## src/rtl/command_line_tokenizer_assert.svh

```systemverilog
// ---------------------------------------------------------------------------
// Command line tokenizer assertion macros
// Clocked assertion helpers, compiled out for synthesis.
// ---------------------------------------------------------------------------
`ifndef COMMAND_LINE_TOKENIZER_ASSERT_SVH
`define COMMAND_LINE_TOKENIZER_ASSERT_SVH

`ifndef SYNTHESIS

// Implication checked at every rising edge outside reset.
`define CT_ASSERT(label, clk, rst_n, prop, msg) \
	label: assert property (@(posedge clk) disable iff (!rst_n) (prop)) else $error(msg);

// Condition that must never be true outside reset.
`define CT_NEVER(label, clk, rst_n, cond, msg) \
	label: assert property (@(posedge clk) disable iff (!rst_n) !(cond)) else $error(msg);

`else

`define CT_ASSERT(label, clk, rst_n, prop, msg)
`define CT_NEVER(label, clk, rst_n, cond, msg)

`endif

`endif

```

## src/rtl/cmdtok_pkg.sv

```systemverilog
// ---------------------------------------------------------------------------
// Command line tokenizer package
// Payload types, scan modes and character codes.
// ---------------------------------------------------------------------------
`default_nettype none

package cmdtok_pkg;

	typedef struct packed {
		logic [7:0] char_in;
		logic       line_end;
	} char_item_t;

	typedef struct packed {
		logic       has_char;
		logic [7:0] out_char;
		logic       token_end;
		logic       key_flag;
		logic       brace_flag;
		logic       array_flag;
	} tok_item_t;

	typedef enum logic [2:0] {
		MODE_BETWEEN = 3'b001,
		MODE_WORD    = 3'b010,
		MODE_STRING  = 3'b100
	} scan_mode_t;

	localparam logic [7:0] CH_SPACE    = 8'h20;
	localparam logic [7:0] CH_COMMA    = 8'h2C;
	localparam logic [7:0] CH_COLON    = 8'h3A;
	localparam logic [7:0] CH_LT       = 8'h3C;
	localparam logic [7:0] CH_GT       = 8'h3E;
	localparam logic [7:0] CH_QUOTE    = 8'h22;
	localparam logic [7:0] CH_LBRACKET = 8'h5B;
	localparam logic [7:0] CH_RBRACKET = 8'h5D;
	localparam logic [7:0] CH_LBRACE   = 8'h7B;
	localparam logic [7:0] CH_RBRACE   = 8'h7D;
	localparam logic [7:0] CH_BAR      = 8'h7C;

endpackage

`default_nettype wire

```

## src/rtl/command_line_tokenizer.sv

```systemverilog
// ---------------------------------------------------------------------------
// Command line tokenizer
// Splits a character stream into tokens with key, brace and array flags.
// ---------------------------------------------------------------------------
// The input register holds a character; the result register holds its result.
// Throughput: one character per cycle unless tok_ready holds back a result;
// the scan state updates as the input register's character passes to the result.
// Reset: arst_n clears both registers' valid bits and the scan state
// (between tokens, no skip, no group, empty token).
`default_nettype none

`include "command_line_tokenizer_assert.svh"

module command_line_tokenizer (
	input  logic                   clk,
	input  logic                   arst_n,
	input  logic                   char_valid,
	output logic                   char_ready,
	input  cmdtok_pkg::char_item_t char_data,
	output logic                   tok_valid,
	input  logic                   tok_ready,
	output cmdtok_pkg::tok_item_t  tok_data
);

	logic                   valid_s1;
	cmdtok_pkg::char_item_t char_s1;

	cmdtok_pkg::scan_mode_t mode_q, mode_d;
	logic skip_q, skip_d;
	logic brace_q, brace_d;
	logic array_q, array_d;
	logic nonempty_q, nonempty_d;

	logic                  res_valid_q;
	cmdtok_pkg::tok_item_t res_q;

	logic                  emit;
	cmdtok_pkg::tok_item_t res_d;
	logic                  word_go;
	logic                  word_ne;
	logic                  out_free;
	logic                  process;
	logic [7:0]            c;

	assign c        = char_s1.char_in;
	assign out_free = !res_valid_q || tok_ready;
	assign process  = valid_s1 && (!emit || out_free);

	assign char_ready = !valid_s1 || process;
	assign tok_valid  = res_valid_q;
	assign tok_data   = res_q;

	always_comb begin
		mode_d     = mode_q;
		skip_d     = skip_q;
		brace_d    = brace_q;
		array_d    = array_q;
		nonempty_d = nonempty_q;
		emit       = 1'b0;
		res_d      = '0;
		word_go    = 1'b0;
		word_ne    = nonempty_q;

		if (char_s1.line_end) begin
			if ((mode_q == cmdtok_pkg::MODE_WORD || mode_q == cmdtok_pkg::MODE_STRING)
			    && nonempty_q) begin
				emit             = 1'b1;
				res_d.token_end  = 1'b1;
				res_d.brace_flag = brace_q;
				res_d.array_flag = array_q;
			end
			mode_d     = cmdtok_pkg::MODE_BETWEEN;
			skip_d     = 1'b0;
			brace_d    = 1'b0;
			array_d    = 1'b0;
			nonempty_d = 1'b0;
		end else if (skip_q) begin
			skip_d = 1'b0;
		end else begin
			case (mode_q)
				cmdtok_pkg::MODE_STRING: begin
					if (c == cmdtok_pkg::CH_QUOTE) begin
						skip_d     = 1'b1;
						mode_d     = cmdtok_pkg::MODE_BETWEEN;
						nonempty_d = 1'b0;
						if (nonempty_q) begin
							emit             = 1'b1;
							res_d.token_end  = 1'b1;
							res_d.brace_flag = brace_q;
							res_d.array_flag = array_q;
						end
					end else begin
						nonempty_d     = 1'b1;
						emit           = 1'b1;
						res_d.has_char = 1'b1;
						res_d.out_char = c;
					end
				end
				cmdtok_pkg::MODE_WORD: begin
					word_go = 1'b1;
				end
				default: begin
					mode_d = cmdtok_pkg::MODE_BETWEEN;
					if (c == cmdtok_pkg::CH_QUOTE) begin
						mode_d     = cmdtok_pkg::MODE_STRING;
						nonempty_d = 1'b0;
					end else if (array_q) begin
						if (c == cmdtok_pkg::CH_RBRACKET) begin
							array_d = 1'b0;
						end else begin
							word_go = 1'b1;
						end
					end else if (brace_q) begin
						if (c == cmdtok_pkg::CH_RBRACE) begin
							brace_d = 1'b0;
						end else if (c == cmdtok_pkg::CH_LBRACKET) begin
							array_d = 1'b1;
						end else begin
							word_go = 1'b1;
						end
					end else begin
						if (c == cmdtok_pkg::CH_LBRACE) begin
							brace_d = 1'b1;
						end else if (c == cmdtok_pkg::CH_LBRACKET) begin
							array_d = 1'b1;
						end else if (c != cmdtok_pkg::CH_BAR) begin
							word_go = 1'b1;
						end
					end
					word_ne = 1'b0;
				end
			endcase

			if (word_go) begin
				res_d.brace_flag = brace_q;
				res_d.array_flag = array_q;
				mode_d           = cmdtok_pkg::MODE_BETWEEN;
				nonempty_d       = 1'b0;
				emit             = word_ne;
				res_d.token_end  = 1'b1;
				case (c)
					cmdtok_pkg::CH_SPACE, cmdtok_pkg::CH_COMMA: begin
					end
					cmdtok_pkg::CH_COLON: begin
						res_d.key_flag = 1'b1;
					end
					cmdtok_pkg::CH_LT, cmdtok_pkg::CH_GT: begin
						emit           = 1'b1;
						res_d.has_char = 1'b1;
						res_d.out_char = c;
					end
					cmdtok_pkg::CH_RBRACKET: begin
						array_d = 1'b0;
					end
					cmdtok_pkg::CH_RBRACE: begin
						if (brace_q && !array_q) begin
							brace_d = 1'b0;
						end
					end
					default: begin
						mode_d           = cmdtok_pkg::MODE_WORD;
						nonempty_d       = 1'b1;
						emit             = 1'b1;
						res_d            = '0;
						res_d.has_char   = 1'b1;
						res_d.out_char   = c;
					end
				endcase
				if (!res_d.token_end) begin
					res_d.brace_flag = 1'b0;
					res_d.array_flag = 1'b0;
				end
			end
		end
	end

	// input register
	always_ff @(posedge clk or negedge arst_n) begin
		if (!arst_n) begin
			valid_s1 <= 1'b0;
		end else if (char_ready) begin
			valid_s1 <= char_valid;
		end
	end

	always_ff @(posedge clk) begin
		if (char_ready && char_valid) begin
			char_s1 <= char_data;
		end
	end

	// scan state: advance when the registered character is consumed
	always_ff @(posedge clk or negedge arst_n) begin
		if (!arst_n) begin
			mode_q     <= cmdtok_pkg::MODE_BETWEEN;
			skip_q     <= 1'b0;
			brace_q    <= 1'b0;
			array_q    <= 1'b0;
			nonempty_q <= 1'b0;
		end else if (process) begin
			mode_q     <= mode_d;
			skip_q     <= skip_d;
			brace_q    <= brace_d;
			array_q    <= array_d;
			nonempty_q <= nonempty_d;
		end
	end

	// result register: hold until transfer
	always_ff @(posedge clk or negedge arst_n) begin
		if (!arst_n) begin
			res_valid_q <= 1'b0;
		end else if (out_free) begin
			res_valid_q <= process && emit;
		end
	end

	always_ff @(posedge clk) begin
		if (out_free && process && emit) begin
			res_q <= res_d;
		end
	end

	`CT_NEVER(a_key_with_char, clk, arst_n,
		res_valid_q && res_q.key_flag && res_q.has_char,
		"key token carries a character")
	`CT_NEVER(a_flags_without_end, clk, arst_n,
		res_valid_q && !res_q.token_end
		&& (res_q.key_flag || res_q.brace_flag || res_q.array_flag),
		"flags set without token end")
	`CT_ASSERT(a_skip_between, clk, arst_n,
		skip_q |-> (mode_q == cmdtok_pkg::MODE_BETWEEN),
		"skip pending outside between-token mode")
	`CT_ASSERT(a_nonempty_mode, clk, arst_n,
		nonempty_q |-> (mode_q != cmdtok_pkg::MODE_BETWEEN),
		"nonempty token between tokens")

endmodule

`default_nettype wire
```

## config.mk

```make
export PLATFORM = sky130hd
export DESIGN_NAME = command_line_tokenizer
export DESIGN_NICKNAME = d
export VERILOG_FILES = /design/src/rtl/cmdtok_pkg.sv /design/src/rtl/command_line_tokenizer.sv
export VERILOG_INCLUDE_DIRS = /design/src /design/src/rtl
export SDC_FILE = /design/constraint.sdc
export NUM_CORES = 1
export LEC_CHECK = 0
export ABC_AREA = 0
export BUFFER_PORTS_ARGS = -buffer_cell sky130_fd_sc_hd__buf_2
export CORE_MARGIN = 2
export CORE_UTILIZATION = 40
export DETAILED_ROUTE_END_ITERATION = 8
export PLACE_DENSITY = 0.7
export SKIP_LAST_GASP = 1
export SLEW_MARGIN = 20
export SYNTH_ARGS = -nofsm -noshare
export SYNTH_HDL_FRONTEND = slang
export SYNTH_SLANG_ARGS = --single-unit
```

## constraint.sdc

```tcl
create_clock -name clk -period 4.05 [get_ports clk]
set_clock_uncertainty 0.2 [all_clocks]
set_input_delay 0.6075 -clock clk [delete_from_list [all_inputs] [get_ports clk]]
set_output_delay 0.6075 -clock clk [all_outputs]
set_load 0.01 [all_outputs]
```

==> impl_metrics.tcl <==
set metrics [dict create \
    run_status "complete, no violations" \
    worst-endpoint-required_ns 3.24 \
    grtUsageMet1 0.164 \
    fin_tns_setup_ns 0 \
    synthesis.area_um2 1610 \
    first_global_vias 1143 \
    rr_worst_depth 7 \
    cp_max_fo 8 \
    gp_congestion 0.861 \
    report.final.slew_viol_count 0 \
    min_to "char_s1[0]$_DFFE_PP_" \
    cts.reportedPaths.clkPinSlew_ns 0.06 \
    grt_overflow 0 \
    worstHoldPathCells 1 \
    synth.distinct_cells 48 \
    startpoint_kind_of_the_worst_setup_timing_path "flip-flop" \
    crit_path_end_kind "output port" \
    clock_insertion_delay_worst_skew_ns 0.29 \
    antenna_found_initial 0 \
    finalHoldWorstSlack_ns 0.293 \
    grt_start_max_net_pins 14 \
    final.period_utilization 0.887 \
    floorplan.initialDensity 0.408 \
    clock-root-buffer "sky130_fd_sc_hd__clkbuf_8" \
    dp_worst_setup_slack_ns 0.740 \
    num-nets-final 183 \
    ant_nets 0 \
    post_route_cells_drive_above_1_share 0.257 \
    fmaxAchievable_mhz 278 \
    count_of_flip_flops_with_a_built_in_enable_after_synthesis 22 \
    synth_seq_cells 31 \
    crit_arrival_ns 2.78 \
    first_pass_iteration_count_of_the_detailed_router 4 \
    detail_route.wl_per_cell_um 13.5 \
    timing_worst_slew_pin_value_ns 0.694 \
    worstSetupPathType "flip-flop to output port" \
    track_usage 0.149 \
    utilization 0.479 \
    numPlacedInstances 212 \
    power.ir.vdd_worst_v 0.000235 \
    hpwlAfterDp_um 2260 \
    p_leak_nw 0.762 \
    worst_min_path_class "input port to flip-flop" \
    r2r_end "c[6]$_DFFE_PP_" \
    final_cell_count_without_fillers 221 \
    postCtsHoldBufs 1 \
    postSynth.topFlopCell "sky130_fd_sc_hd__edfxtp_1" \
    cts_resized 0 \
    cts_num_sinks 31 \
    area_occupied_by_multi_input_gates_um2 659 \
    setup_slack_ns 0.458 \
    yosysSeqAreaShare 0.551 \
    cellPowerDensity_nw_per_um2 406 \
    timing.slew.headroom 0.536 \
    r2r_start "c[0]$_DFFE_PP_" \
    yosys_warnings 0 \
    post-layout-total-power_mw 0.767 \
    final-hold-violation-count 0 \
    routed-via-count 1199 \
    die_area_um2 4550 \
    setup_viol_count_final 0 \
    global_route.peak_usage_layer "met2" \
    use_met2 0.246 \
    tritoncts.num_buffers 5 \
    placement.cell_area_um2 1770 \
    design.portCount 28 \
    layout.filler_cells 355 \
    cts.path.max_buffers 2 \
    coreArea_um2 3940 \
    startpoint_of_the_tightest_hold_check_path "char_data[0]" \
    dieHeight_um 67.4 \
    buffer_ports.inserted 27 \
    post_cts.repair.setup_buffers 0 \
    reg_area_um2 887 \
    postRouteWirelength_um 2990 \
    drt_first_iter_violations 54 \
    vias_per_cell 5.43 \
    first_pass_grt_wire_length_um 4840 \
    cap_viol_max_count 0 \
    final_period_minus_worst_setup_slack_ns 3.59 \
    cts_tree "done" \
    synth-async-reset-ratio 0.290 \
    area_delta_synth_final_pct 17.3 \
    antenna-diode-count 0 \
    die_w_um 67.4 \
    gr-usage-met3 0.0583 \
    netlist_instances 140 \
    h-tree-depth 2 \
    final_cell_area_um2 1890 \
    mean_syn_cell_area_um2 11.5 \
    synth_nets 153 \
    drc 0 \
    row_count 23 \
    grt_setup_unrepaired "false" \
    worst-r2r-setup-slack_ns 0.76 \
]
-- placed cells by master (no fill, tap or decap), types with 3 or more instances in the layout --
cell type                  count
sky130_fd_sc_hd__buf_2        27
sky130_fd_sc_hd__and2_1       10
sky130_fd_sc_hd__edfxtp_1     22
sky130_fd_sc_hd__nor2b_1       8
sky130_fd_sc_hd__nand2b_1      3
sky130_fd_sc_hd__a21o_1        3
sky130_fd_sc_hd__a21oi_1       6
sky130_fd_sc_hd__nor2_1        9
sky130_fd_sc_hd__a31oi_1       4
sky130_fd_sc_hd__mux2_2        3
sky130_fd_sc_hd__nor3_1        4
sky130_fd_sc_hd__dfrtp_1       8
sky130_fd_sc_hd__nor4_1        3
sky130_fd_sc_hd__nand2_1       6
sky130_fd_sc_hd__clkbuf_8      5
sky130_fd_sc_hd__o21ai_0       3
sky130_fd_sc_hd__inv_1         5
-- final cells by class --
type / count / area share
clock inverter: 3 / 0.0205
multi-input combinational: 98 / 0.349
inverter: 5 / 0.00994
clock buffer: 5 / 0.0364
sequential: 31 / 0.470
tap: 50 / 0.0331
timing repair buffer: 29 / 0.0808
-- routing by layer --
| metal | part of all wire | wire, um | vias up |
|---|---|---|---|
| met2 | 0.49 | 1450 | 45 |
| met5 | 0 | 0 | - |
| met4 | 0.024 | 72 | 0 |
| li1 | - | - | 588 |
| met1 | 0.41 | 1240 | 557 |
| met3 | 0.077 | 231 | 9 |
-- worst max-delay path, stage by stage, from the launching register on --
cell                       delay, ns
sky130_fd_sc_hd__edfxtp_1       0.50
sky130_fd_sc_hd__or4b_4         0.54
sky130_fd_sc_hd__or4_1          0.63
sky130_fd_sc_hd__nand2_2        0.13
sky130_fd_sc_hd__o221ai_1       0.13
sky130_fd_sc_hd__a31o_4         0.32
sky130_fd_sc_hd__nand3_1        0.11
sky130_fd_sc_hd__buf_2          0.14
-- state kept, by name (all words and copies together) (netlist names) --
signal and flops:
array_q 1, nonempty_q 1, mode_q 3, brace_q 1, skip_q 1, c 8, char_s1 1, tok_data 13
valid_s1 1, tok_valid 1
-- synthesized netlist by cell type, drive strengths merged (4+ instances only) --
| library cell | n | area share |
|---|---|---|
| inv | 5 | 0.012 |
| nor2 | 9 | 0.021 |
| nor3 | 4 | 0.012 |
| a21oi | 7 | 0.024 |
| a31oi | 4 | 0.016 |
| nor2b | 8 | 0.031 |
| and2 | 10 | 0.039 |
| nand2 | 7 | 0.018 |
| dfrtp | 8 | 0.12 |
| edfxtp | 22 | 0.41 |
| buf | 6 | 0.027 |
-- power by group --
| group | total [mW] | internal [mW] | switching (mW) |
|---|---|---|---|
| sequential | 0.389 | 0.369 | 0.0202 |
| combinational | 0.0869 | 0.0391 | 0.0478 |
| clock | 0.291 | 0.180 | 0.111 |
| total | 0.767 | 0.588 | 0.179 |
-- worst max-delay path by stage --
| stage | startpoint | end | slack [ns] | cells past startpoint |
|---|---|---|---|---|
| after floorplan | c[0]$_DFFE_PP_ | c[0]$_DFFE_PP_ | 0.94 | 8 |
| after global placement | c[0]$_DFFE_PP_ | c[6]$_DFFE_PP_ | 0.80 | 7 |
| after detailed placement | c[0]$_DFFE_PP_ | c[6]$_DFFE_PP_ | 0.74 | 7 |
| after CTS | c[0]$_DFFE_PP_ | char_ready | 0.45 | 7 |
| after global routing | c[0]$_DFFE_PP_ | char_ready | 0.31 | 7 |
| final | c[0]$_DFFE_PP_ | char_ready | 0.46 | 7 |
-- logic make-up (layout without fill, tap and decap cells) --
| logic type | Yosys count | in the layout | share of synthesized area |
|---|---|---|---|
| AOI/OAI and AO/OA | 31 | 31 | 0.145 |
| xor gates and xnor gates | 3 | 3 | 0.0163 |
| DFF | 31 | 31 | 0.551 |
| buffers and inverters | 11 | 42 | 0.0389 |
| and+or+nand+nor | 60 | 60 | 0.222 |
| muxes | 4 | 4 | 0.0272 |
Note: power is estimated with default switching activity, not from simulation.
